`config.mk`:
```
export PLATFORM = sky130hd
export DESIGN_NAME = wta_disparity_uniqueness_select_flat
export DESIGN_NICKNAME = d
export VERILOG_FILES = /design/src/hw/rtl/wta_pkg.sv /design/src/hw/rtl/wta_ifs.sv /design/src/hw/rtl/wta_front.sv /design/src/hw/rtl/wta_fifo.sv /design/src/hw/rtl/wta_back.sv /design/src/hw/rtl/wta_disparity_uniqueness_select.sv /design/src/flat_wrapper.sv
export SDC_FILE = /design/constraint.sdc
export NUM_CORES = 1
export LEC_CHECK = 0
export ABC_AREA = 1
export BUFFER_PORTS_ARGS = -buffer_cell sky130_fd_sc_hd__buf_4
export CORE_ASPECT_RATIO = 0.7
export CORE_UTILIZATION = 32
export CTS_BUF_LIST = sky130_fd_sc_hd__clkbuf_8
export DETAILED_ROUTE_END_ITERATION = 6
export PLACE_DENSITY = 0.56
export SETUP_SLACK_MARGIN = 0.15
export SLEW_MARGIN = 20
export SYNTH_ARGS = -nofsm -noshare
export SYNTH_HDL_FRONTEND = slang
export SYNTH_SLANG_ARGS = --single-unit
```
`constraint.sdc`:
```
create_clock -name clk -period 7.68 [get_ports clk]
set_input_delay 0 -clock clk [delete_from_list [all_inputs] [get_ports clk]]
set_output_delay 0 -clock clk [all_outputs]
set_load 0.05 [all_outputs]
```
`src/hw/rtl/wta_pkg.sv`:
```
package wta_pkg;

  localparam int COST_W = 16;
  localparam int DISP_W = 8;
  localparam int COL_W  = 12;
  localparam int CNT_W  = 9;
  localparam int UF_W   = 12;
  localparam int CFG_W  = 12;
  localparam int CFG_IDX_W = 1;

  // Uniqueness scale is 1024, a left shift by this many bits.
  localparam int UNIQ_SHIFT = 10;
  localparam int LHS_W = COST_W + UNIQ_SHIFT;
  localparam int RHS_W = COST_W + UF_W;

  localparam logic [CNT_W-1:0]  DISP_COUNT_RST = 9'd64;
  localparam logic [UF_W-1:0]   UNIQ_RST       = 12'd972;
  localparam logic [CNT_W-1:0]  CNT_MAX        = 9'd256;
  localparam logic [COST_W-1:0] COST_MAX       = 16'hFFFF;
  localparam logic [DISP_W:0]   NEAR_LIMIT     = 9'd2;

  localparam int FIFO_DEPTH = 4;
  localparam int FIFO_PTR_W = $clog2(FIFO_DEPTH);
  localparam int FIFO_CNT_W = $clog2(FIFO_DEPTH + 1);

  typedef enum logic [CFG_IDX_W-1:0] {
    REG_DISP_COUNT = 1'b0,
    REG_UNIQUENESS = 1'b1
  } cfg_reg_t;

  // One classified cost item as it travels from the front to the back.
  typedef struct packed {
    logic [COST_W-1:0] cost;
    logic [DISP_W-1:0] disparity;
    logic              border;
    logic              first;
    logic              last;
    logic              within_col;
  } item_t;

  // Final pixel state handed to the decision stage.
  typedef struct packed {
    logic [COST_W-1:0] min_cost;
    logic [COST_W-1:0] runner_cost;
    logic [DISP_W-1:0] min_index;
    logic [DISP_W-1:0] runner_index;
    logic [COST_W-1:0] cost_left_of_min;
    logic [COST_W-1:0] cost_right_of_min;
    logic              right_seen;
    logic              border;
  } eval_t;

  typedef struct packed {
    logic full;
    logic empty;
  } fifo_status_t;

endpackage

```
`src/hw/rtl/wta_ifs.sv`:
```
interface wta_cost_if;
  logic                        valid;
  logic                        ready;
  logic [wta_pkg::COST_W-1:0]  cost;
  logic [wta_pkg::DISP_W-1:0]  disparity;
  logic [wta_pkg::COL_W-1:0]   column;

  modport source (output valid, output cost, output disparity, output column, input ready);
  modport sink   (input valid, input cost, input disparity, input column, output ready);
endinterface

interface wta_result_if;
  logic                        valid;
  logic                        ready;
  logic [wta_pkg::DISP_W-1:0]  best_disparity;
  logic                        valid_res;

  modport source (output valid, output best_disparity, output valid_res, input ready);
  modport sink   (input valid, input best_disparity, input valid_res, output ready);
endinterface

```
`src/hw/rtl/wta_front.sv`:
```
module wta_front (
  wta_cost_if.sink                  costs,
  input  logic [wta_pkg::CNT_W-1:0] disp_count,
  input  wta_pkg::fifo_status_t     fifo_status,
  output logic                      push,
  output wta_pkg::item_t            item
);

  logic [wta_pkg::CNT_W-1:0]  n;
  logic [wta_pkg::DISP_W-1:0] n_m1;
  logic                       ignore;

  always_comb begin
    if (disp_count == '0) begin
      n = wta_pkg::CNT_W'(1);
    end else if (disp_count > wta_pkg::CNT_MAX) begin
      n = wta_pkg::CNT_MAX;
    end else begin
      n = disp_count;
    end
  end

  assign n_m1   = wta_pkg::DISP_W'(n - wta_pkg::CNT_W'(1));
  assign ignore = {1'b0, costs.disparity} >= n;

  // Items beyond the count are dropped here and never reach the back.
  assign costs.ready = !fifo_status.full;
  assign push        = costs.valid && !fifo_status.full && !ignore;

  always_comb begin
    item.cost       = costs.cost;
    item.disparity  = costs.disparity;
    item.border     = costs.column < {{(wta_pkg::COL_W-wta_pkg::DISP_W){1'b0}}, n_m1};
    item.first      = costs.disparity == '0;
    item.last       = costs.disparity == n_m1;
    item.within_col = {{(wta_pkg::COL_W-wta_pkg::DISP_W){1'b0}}, costs.disparity}
                      <= costs.column;
  end

endmodule

```
`src/hw/rtl/wta_fifo.sv`:
```
module wta_fifo (
  input  logic                  clk,
  input  logic                  rst,
  input  logic                  push,
  input  wta_pkg::item_t        push_item,
  input  logic                  pop,
  output wta_pkg::item_t        head,
  output wta_pkg::fifo_status_t status
);

  wta_pkg::item_t                  slots [wta_pkg::FIFO_DEPTH];
  logic [wta_pkg::FIFO_PTR_W-1:0]  wr_ptr;
  logic [wta_pkg::FIFO_PTR_W-1:0]  rd_ptr;
  logic [wta_pkg::FIFO_CNT_W-1:0]  count;

  assign status.full  = count == wta_pkg::FIFO_CNT_W'(wta_pkg::FIFO_DEPTH);
  assign status.empty = count == '0;
  assign head         = slots[rd_ptr];

  always_ff @(posedge clk) begin
    if (push) begin
      slots[wr_ptr] <= push_item;
    end
  end

  always_ff @(posedge clk) begin
    if (rst) begin
      wr_ptr <= '0;
      rd_ptr <= '0;
      count  <= '0;
    end else begin
      if (push) begin
        wr_ptr <= wr_ptr + wta_pkg::FIFO_PTR_W'(1);
      end
      if (pop) begin
        rd_ptr <= rd_ptr + wta_pkg::FIFO_PTR_W'(1);
      end
      if (push && !pop) begin
        count <= count + wta_pkg::FIFO_CNT_W'(1);
      end else if (pop && !push) begin
        count <= count - wta_pkg::FIFO_CNT_W'(1);
      end
    end
  end

endmodule

```
`src/hw/rtl/wta_back.sv`:
```
module wta_back (
  input  logic                     clk,
  input  logic                     rst,
  input  logic [wta_pkg::UF_W-1:0] uniqueness_factor,
  input  wta_pkg::item_t           head,
  input  wta_pkg::fifo_status_t    fifo_status,
  output logic                     pop,
  wta_result_if.source             results
);

  logic [wta_pkg::COST_W-1:0] min_cost, min_cost_next;
  logic [wta_pkg::COST_W-1:0] runner_cost, runner_cost_next;
  logic [wta_pkg::DISP_W-1:0] min_index, min_index_next;
  logic [wta_pkg::DISP_W-1:0] runner_index, runner_index_next;
  logic [wta_pkg::COST_W-1:0] prev_cost;
  logic [wta_pkg::COST_W-1:0] cost_left_of_min, cost_left_of_min_next;
  logic [wta_pkg::COST_W-1:0] cost_right_of_min, cost_right_of_min_next;
  logic                       right_seen, right_seen_next;

  logic           ev_valid;
  wta_pkg::eval_t ev;
  logic           ev_move;

  logic                       ov;
  logic [wta_pkg::DISP_W-1:0] best_disparity;
  logic                       valid_res;

  logic                      right_hit;
  logic [wta_pkg::LHS_W-1:0] lhs;
  logic [wta_pkg::RHS_W-1:0] rhs;
  logic [wta_pkg::DISP_W:0]  diff;
  logic                      ok;

  assign ev_move = ev_valid && (!ov || results.ready);
  assign pop = !fifo_status.empty && (!head.last || !ev_valid || ev_move);

  always_comb begin
    min_cost_next          = min_cost;
    runner_cost_next       = runner_cost;
    min_index_next         = min_index;
    runner_index_next      = runner_index;
    cost_left_of_min_next  = cost_left_of_min;
    cost_right_of_min_next = cost_right_of_min;
    right_seen_next        = right_seen;
    right_hit = !right_seen &&
                ({1'b0, min_index} + 9'd1 == {1'b0, head.disparity});
    if (head.first) begin
      min_cost_next     = head.cost;
      min_index_next    = '0;
      runner_cost_next  = head.border ? head.cost : wta_pkg::COST_MAX;
      runner_index_next = '0;
      right_seen_next   = 1'b0;
    end else if (!head.border || head.within_col) begin
      if (right_hit) begin
        cost_right_of_min_next = head.cost;
        right_seen_next        = 1'b1;
      end
      // Border pixels only test the minimum when the runner-up is beaten.
      if (head.cost < min_cost && (!head.border || head.cost < runner_cost)) begin
        runner_cost_next      = min_cost;
        runner_index_next     = min_index;
        min_cost_next         = head.cost;
        min_index_next        = head.disparity;
        cost_left_of_min_next = prev_cost;
        right_seen_next       = 1'b0;
      end else if (head.cost < runner_cost) begin
        runner_cost_next  = head.cost;
        runner_index_next = head.disparity;
      end
    end
  end

  always_ff @(posedge clk) begin
    if (rst) begin
      min_cost          <= '0;
      runner_cost       <= '0;
      min_index         <= '0;
      runner_index      <= '0;
      prev_cost         <= '0;
      cost_left_of_min  <= '0;
      cost_right_of_min <= '0;
      right_seen        <= 1'b0;
    end else if (pop) begin
      min_cost          <= min_cost_next;
      runner_cost       <= runner_cost_next;
      min_index         <= min_index_next;
      runner_index      <= runner_index_next;
      prev_cost         <= head.cost;
      cost_left_of_min  <= cost_left_of_min_next;
      cost_right_of_min <= cost_right_of_min_next;
      right_seen        <= right_seen_next;
    end
  end

  always_ff @(posedge clk) begin
    if (rst) begin
      ev_valid <= 1'b0;
    end else if (pop && head.last) begin
      ev_valid <= 1'b1;
    end else if (ev_move) begin
      ev_valid <= 1'b0;
    end
  end

  always_ff @(posedge clk) begin
    if (pop && head.last) begin
      ev.min_cost          <= min_cost_next;
      ev.runner_cost       <= runner_cost_next;
      ev.min_index         <= min_index_next;
      ev.runner_index      <= runner_index_next;
      ev.cost_left_of_min  <= cost_left_of_min_next;
      ev.cost_right_of_min <= cost_right_of_min_next;
      ev.right_seen        <= right_seen_next;
      ev.border            <= head.border;
    end
  end

  // Uniqueness test: 1024 * min against runner-up times the factor.
  always_comb begin
    lhs  = {ev.min_cost, {wta_pkg::UNIQ_SHIFT{1'b0}}};
    rhs  = wta_pkg::RHS_W'(ev.runner_cost) * wta_pkg::RHS_W'(uniqueness_factor);
    diff = (ev.min_index > ev.runner_index)
           ? {1'b0, ev.min_index} - {1'b0, ev.runner_index}
           : {1'b0, ev.runner_index} - {1'b0, ev.min_index};
    ok = {{(wta_pkg::RHS_W-wta_pkg::LHS_W){1'b0}}, lhs} <= rhs;
    if (!ok) begin
      if (ev.border) begin
        ok = diff < wta_pkg::NEAR_LIMIT;
      end else begin
        ok = (ev.right_seen && ev.cost_right_of_min == ev.runner_cost) ||
             (ev.min_index != '0 && ev.cost_left_of_min == ev.runner_cost);
      end
    end
  end

  always_ff @(posedge clk) begin
    if (rst) begin
      ov <= 1'b0;
    end else if (ev_move) begin
      ov <= 1'b1;
    end else if (results.ready) begin
      ov <= 1'b0;
    end
  end

  always_ff @(posedge clk) begin
    if (ev_move) begin
      best_disparity <= ok ? ev.min_index : '0;
      valid_res      <= ok;
    end
  end

  assign results.valid          = ov;
  assign results.best_disparity = best_disparity;
  assign results.valid_res      = valid_res;

endmodule

```
`src/hw/rtl/wta_disparity_uniqueness_select.sv`:
```
// Channel    Role    Payload                         Transaction
// costs      sink    cost, disparity, column         one cost of one pixel disparity
// results    source  best_disparity, valid_res       one decision per pixel
// cfg_*      write   cfg_index, cfg_data             one register write per enabled edge
//
// One cost transaction is accepted every cycle while the four-entry queue has room.
// results.valid rises once the last disparity of its pixel has been accepted, then
// popped from the queue into the pixel state and snapshot, and then the result of
// the multiply and compare of the uniqueness test is registered in the output.
// Reset (rst, synchronous) empties the queue and output and restores the registers.
// A stalled result only stops the back once a further decision is pending; the
// queue then fills and costs.ready drops.
module wta_disparity_uniqueness_select (
  input  logic                           clk,
  input  logic                           rst,
  wta_cost_if.sink                       costs,
  wta_result_if.source                   results,
  input  logic                           cfg_we,
  input  logic [wta_pkg::CFG_IDX_W-1:0]  cfg_index,
  input  logic [wta_pkg::CFG_W-1:0]      cfg_data
);

  logic [wta_pkg::CNT_W-1:0] disp_count;
  logic [wta_pkg::UF_W-1:0]  uniqueness_factor;

  logic                  push;
  logic                  pop;
  wta_pkg::item_t        push_item;
  wta_pkg::item_t        head;
  wta_pkg::fifo_status_t fifo_status;

  // Config registers; user must send writes only while the block is idle, unenforced.
  always_ff @(posedge clk) begin
    if (rst) begin
      disp_count        <= wta_pkg::DISP_COUNT_RST;
      uniqueness_factor <= wta_pkg::UNIQ_RST;
    end else if (cfg_we) begin
      unique case (wta_pkg::cfg_reg_t'(cfg_index))
        wta_pkg::REG_DISP_COUNT: disp_count        <= cfg_data[wta_pkg::CNT_W-1:0];
        wta_pkg::REG_UNIQUENESS: uniqueness_factor <= cfg_data[wta_pkg::UF_W-1:0];
        default: ;
      endcase
    end
  end

  // The front clamps the count, tags each cost as first, last, border and within
  // the column, and drops costs past the count.
  wta_front u_front (
    .costs       (costs),
    .disp_count  (disp_count),
    .fifo_status (fifo_status),
    .push        (push),
    .item        (push_item)
  );

  wta_fifo u_fifo (
    .clk       (clk),
    .rst       (rst),
    .push      (push),
    .push_item (push_item),
    .pop       (pop),
    .head      (head),
    .status    (fifo_status)
  );

  // The back tracks the minimum, runner-up and neighbor costs, and on the last
  // disparity hands a snapshot to the uniqueness test and the output register.
  wta_back u_back (
    .clk               (clk),
    .rst               (rst),
    .uniqueness_factor (uniqueness_factor),
    .head              (head),
    .fifo_status       (fifo_status),
    .pop               (pop),
    .results           (results)
  );

endmodule

```
`src/flat_wrapper.sv`:
```
// flat-port wrapper written by rule: the top's interface ports become plain ports
module wta_disparity_uniqueness_select_flat 
  (clk, rst, cfg_we, cfg_index, cfg_data, costs_valid, costs_cost, costs_disparity, costs_column, costs_ready, results_valid, results_best_disparity, results_valid_res, results_ready);
  wta_cost_if costs_i ();
  wta_result_if results_i ();
  input  logic clk;
  input  logic rst;
  input  logic cfg_we;
  input  logic [wta_pkg::CFG_IDX_W-1:0] cfg_index;
  input  logic [wta_pkg::CFG_W-1:0] cfg_data;
  input wire logic [$bits(costs_i.valid)-1:0] costs_valid;
  input wire logic [$bits(costs_i.cost)-1:0] costs_cost;
  input wire logic [$bits(costs_i.disparity)-1:0] costs_disparity;
  input wire logic [$bits(costs_i.column)-1:0] costs_column;
  output wire logic [$bits(costs_i.ready)-1:0] costs_ready;
  output wire logic [$bits(results_i.valid)-1:0] results_valid;
  output wire logic [$bits(results_i.best_disparity)-1:0] results_best_disparity;
  output wire logic [$bits(results_i.valid_res)-1:0] results_valid_res;
  input wire logic [$bits(results_i.ready)-1:0] results_ready;
  assign costs_i.valid = costs_valid;
  assign costs_i.cost = costs_cost;
  assign costs_i.disparity = costs_disparity;
  assign costs_i.column = costs_column;
  assign costs_ready = costs_i.ready;
  assign results_valid = results_i.valid;
  assign results_best_disparity = results_i.best_disparity;
  assign results_valid_res = results_i.valid_res;
  assign results_i.ready = results_ready;
  wta_disparity_uniqueness_select u_core (.clk(clk), .rst(rst), .costs(costs_i), .results(results_i), .cfg_we(cfg_we), .cfg_index(cfg_index), .cfg_data(cfg_data));
endmodule
```
==> metrics.md <==
| Metric | Value |
|---|---|
| Status | `complete, no violations` |
| Total global routing overflow | `0` |
| Synthesized area | `around 24000 um2` |
| Crit Path Class | `reg -> reg` |
| Max incr delay on CP | `0.59 ns` |
| Synth area leaders | `edfxtp_1, fa_1, nand2_1` |
| Clk_skew | `about 0.032 ns` |
| First-pass GRT wire length | `between 100000 and 150000 um` |
| Number of synthesized flops with an enable pin | `about 200` |
| Hold Crit Endpoint | `u_core.uniqueness_factor[8]$_SDFFE_PP1P_` |
| Relative slew slack | `a little under a third` |
| Max Slew Vio Count | `0` |
| Tcrit/Tclk final | `91.71%` |
| Reg2Reg Capture Point | `u_core.u_back.results.best_disparity[6]$_SDFFCE_PN0P_` |
| Worst r2r src | `u_core.u_back.ev[54]$_DFFE_PP_` |
| Setup violations, final | `0` |
| Top Usage Layer GRT | `met1` |
| DR WL/cell | `roughly 16 um` |
| Initial cell density of the core | `about 32%` |
| Main synth FF type | `edfxtp_1` |
| Net count, final | `between 3000 and 4000` |
| Unique masters post-synth | `54` |
| Met3 usage | `2.953%` |
| # fillers | `~7600` |
| Share of cells above drive strength 1 | `between 10% and 20%` |
| Hold_sp | `cfg_we` |
| Hold WC Path Type | `in -> reg` |
| Register bit total from synthesis | `~330` |
| Arr. time, crit path | `7.45 ns` |
| DRC viols | `0` |
| Worst r2r path cells | `29` |
| Least-Margin Pin Slew | `about 1.0 ns` |
| Setup_tns | `0 ns` |
| Global-route usage over all layers | `between 10% and 20%` |
| Routing usage on met1 | `about 28%` |
| Crit. End Element | `flip-flop` |
| Die height | `approximately 230 um` |
| CTS tree | `yes` |
| Worst EP required | `between 8 and 9 ns` |
| Initial antenna violation count | `1` |
| Post-synth top area share | `25.74%` |
| Critical path's most frequent cell | `nand2_1` |
| Synthesized net count | `3257` |
| RSZ-0062 raised after global routing | `false` |
| Sequential fraction of the synthesis area | `a little over a third` |
| Layout area overhead | `14.46%` |
| Number of top-level pins | `between 60 and 70` |
| Pin count of the biggest net entering global routing | `between 80 and 90` |
| Longest Clk Path Bufs | `3` |
| Most numerous cell in the Yosys netlist | `nand2_1` |
| Worst-Skew Late Latency | `~0.64 ns` |
| CTS root buf | `clkbuf_8` |
| Vias in the first global route | `about 18000` |
| Port Buf Inserts | `between 60 and 70` |
| Async set-reset flop share out of synthesis | `0%` |
| CTS Buf Count | `54` |
| Synth Instances | `roughly 2900` |
| Max Fanout on Critical Path | `9` |
| Crit path time final | `just over 7 ns` |
| 1st-iter DRT viols | `about 1500` |
| Worst Hold Depth | `4` |
| Via density | `4.706` |
| Slowest-stage cell, CP | `nor4_1` |
| Critical path startpoint category | `flip-flop` |
| Post-Route WL | `about 66000 um` |
| Met2 Usage GRT | `24.75%` |
| Die ar. | `75120 um2` |
| Die X | `327.2 um` |
| Clock transition at the registers of the reported paths | `~0.070 ns` |
| Global placement routability congestion | `0.9060` |
| # rows | `83` |
| Synth cell count leaders | `nand2_1, inv_1, nor2_1` |
| Area leader, netlist | `edfxtp_1` |
| Initial DRT Pass Iterations | `5` |
| DP HPWL | `approximately 48000 um` |
| Vias | `about 19000` |
| Flop2flop setup slack | `between 0.6 and 0.7 ns` |
| CTS Sinks | `between 300 and 400` |
| H-tree depth | `2` |
| Antenna viol nets, final | `0` |
| Core Region | `~73000 um2` |
| Max-Cap Viols | `0` |
| Max frequency | `~140 MHz` |
| Final Hold Fails | `0` |
| Syn Area/Cell | `a little over 8 um2` |
| Yosys warns | `0` |
## sequential cells by signal, summed over array words and instances (netlist names), 12 cells and up, named ones only
name and flops:
u_core.u_back.min_cost 16, u_core.uniqueness_factor 12, u_core.u_back.ev 82, u_core.u_fifo.slots 112, u_core.u_back.runner_cost 16, u_core.u_back.prev_cost 16, u_core.u_back.cost_left_of_min 16, u_core.u_back.cost_right_of_min 16
## metal layers
layer	part of all wire, %	wire [um]
met5	0	0
met1	51	33780
met4	1.8	1171
met2	41	26960
met3	6.2	4073
## kinds of logic (layout without fill, tap and decap cells)
family / Yosys count / count (layout) / synth area share [%]
buffers and inverters: 614 / 776 / 9.980
other: 0 / 1 / 0
adders and majority gates: 301 / 301 / 20.44
DFF: 332 / 332 / 36.64
AOI/OAI and AO/OA: 367 / 367 / 8.606
and+or+nand+nor: 1223 / 1223 / 21.93
xor gates and xnor gates: 65 / 65 / 2.404
## worst max-delay path: cells and delay by family (launching register included)
kind / cells / cell delay (ns)
simple gates: 13 / 2.05
flops: 1 / 0.52
fa+ha+maj: 7 / 3.22
compound gates: 3 / 0.44
xor+xnor: 1 / 0.18
buf+inv: 5 / 0.37
## repair_timing
item                                    4_1_cts  5_1_grt
endpoints found under the hold margin       163        0
hold buffers                                 46        0
endpoints found under the setup margin        9        9
gates resized for setup                       1       13
setup buffers                                12       14
cloned                                        0        0
pin swaps                                     0        1
## layout by cell type (no fill, tap or decap), types with 12 or more instances in the layout
master         count
inv_1            486
or2_2             13
dlygate4sd3_1     46
nand2_1          697
nor3_1            14
xor2_1            40
o21ai_1           16
clkbuf_8          59
o22ai_1           18
nand3_1          190
dfxtp_1          120
a21oi_1          158
xnor2_1           25
ha_1             158
clkinv_2          12
buf_4            149
fa_1             143
o21ai_0          124
nand4_1           29
nor2_1           209
nand2_2           35
edfxtp_1         203
## cell type report
class                   instances  area [um2]  share of cell area (%)
multi-input cells            1956       12670                   46.75
clock buffers                  59       812.0                   2.996
repair buffers                197        1619                   5.973
well taps                     977        1222                   4.510
flip-flops and latches        332        8690                   32.06
inverters                     479        1804                   6.656
clock inverters                41       284.0                   1.048
diodes                          1       2.502                0.009231
## through the flow
stage                     setup slack (ns)  hold WS (ns)  std cells  util, %  cell area, um2
after floorplan                      1.085       0.09887       2902        -           23680
after global placement              0.3360        0.2083       3869    34.50           25300
after detailed placement           0.08123        0.2073       3869    34.50           25300
after CTS                           0.1576      0.007224       4027    36.75           26950
after global routing                0.1693       0.07901       4041    36.97           27100
final                               0.6366       0.04809       4042    36.97           27110
## worst max path at each step
stage,cells after the start,end,slack (ns),start
finish,29,u_core.u_back.results.best_disparity[6]$_SDFFCE_PN0P_,0.64,u_core.u_back.ev[54]$_DFFE_PP_
global route,31,u_core.u_back.results.best_disparity[7]$_SDFFCE_PN0P_,0.17,u_core.u_back.ev[54]$_DFFE_PP_
CTS,30,u_core.u_back.results.best_disparity[6]$_SDFFCE_PN0P_,0.16,u_core.uniqueness_factor[10]$_SDFFE_PP0P_
detailed placement,29,u_core.u_back.results.best_disparity[6]$_SDFFCE_PN0P_,0.08,u_core.u_back.ev[55]$_DFFE_PP_
global placement,32,u_core.u_back.results.best_disparity[7]$_SDFFCE_PN0P_,0.34,u_core.u_back.ev[55]$_DFFE_PP_
floorplan,32,u_core.u_back.results.best_disparity[0]$_SDFFCE_PN0P_,1.08,u_core.uniqueness_factor[11]$_SDFFE_PP0P_
Power is left out: the tool's default activity adds up to more than one toggle a clock period on the data nets, which glitch-free logic cannot reach.
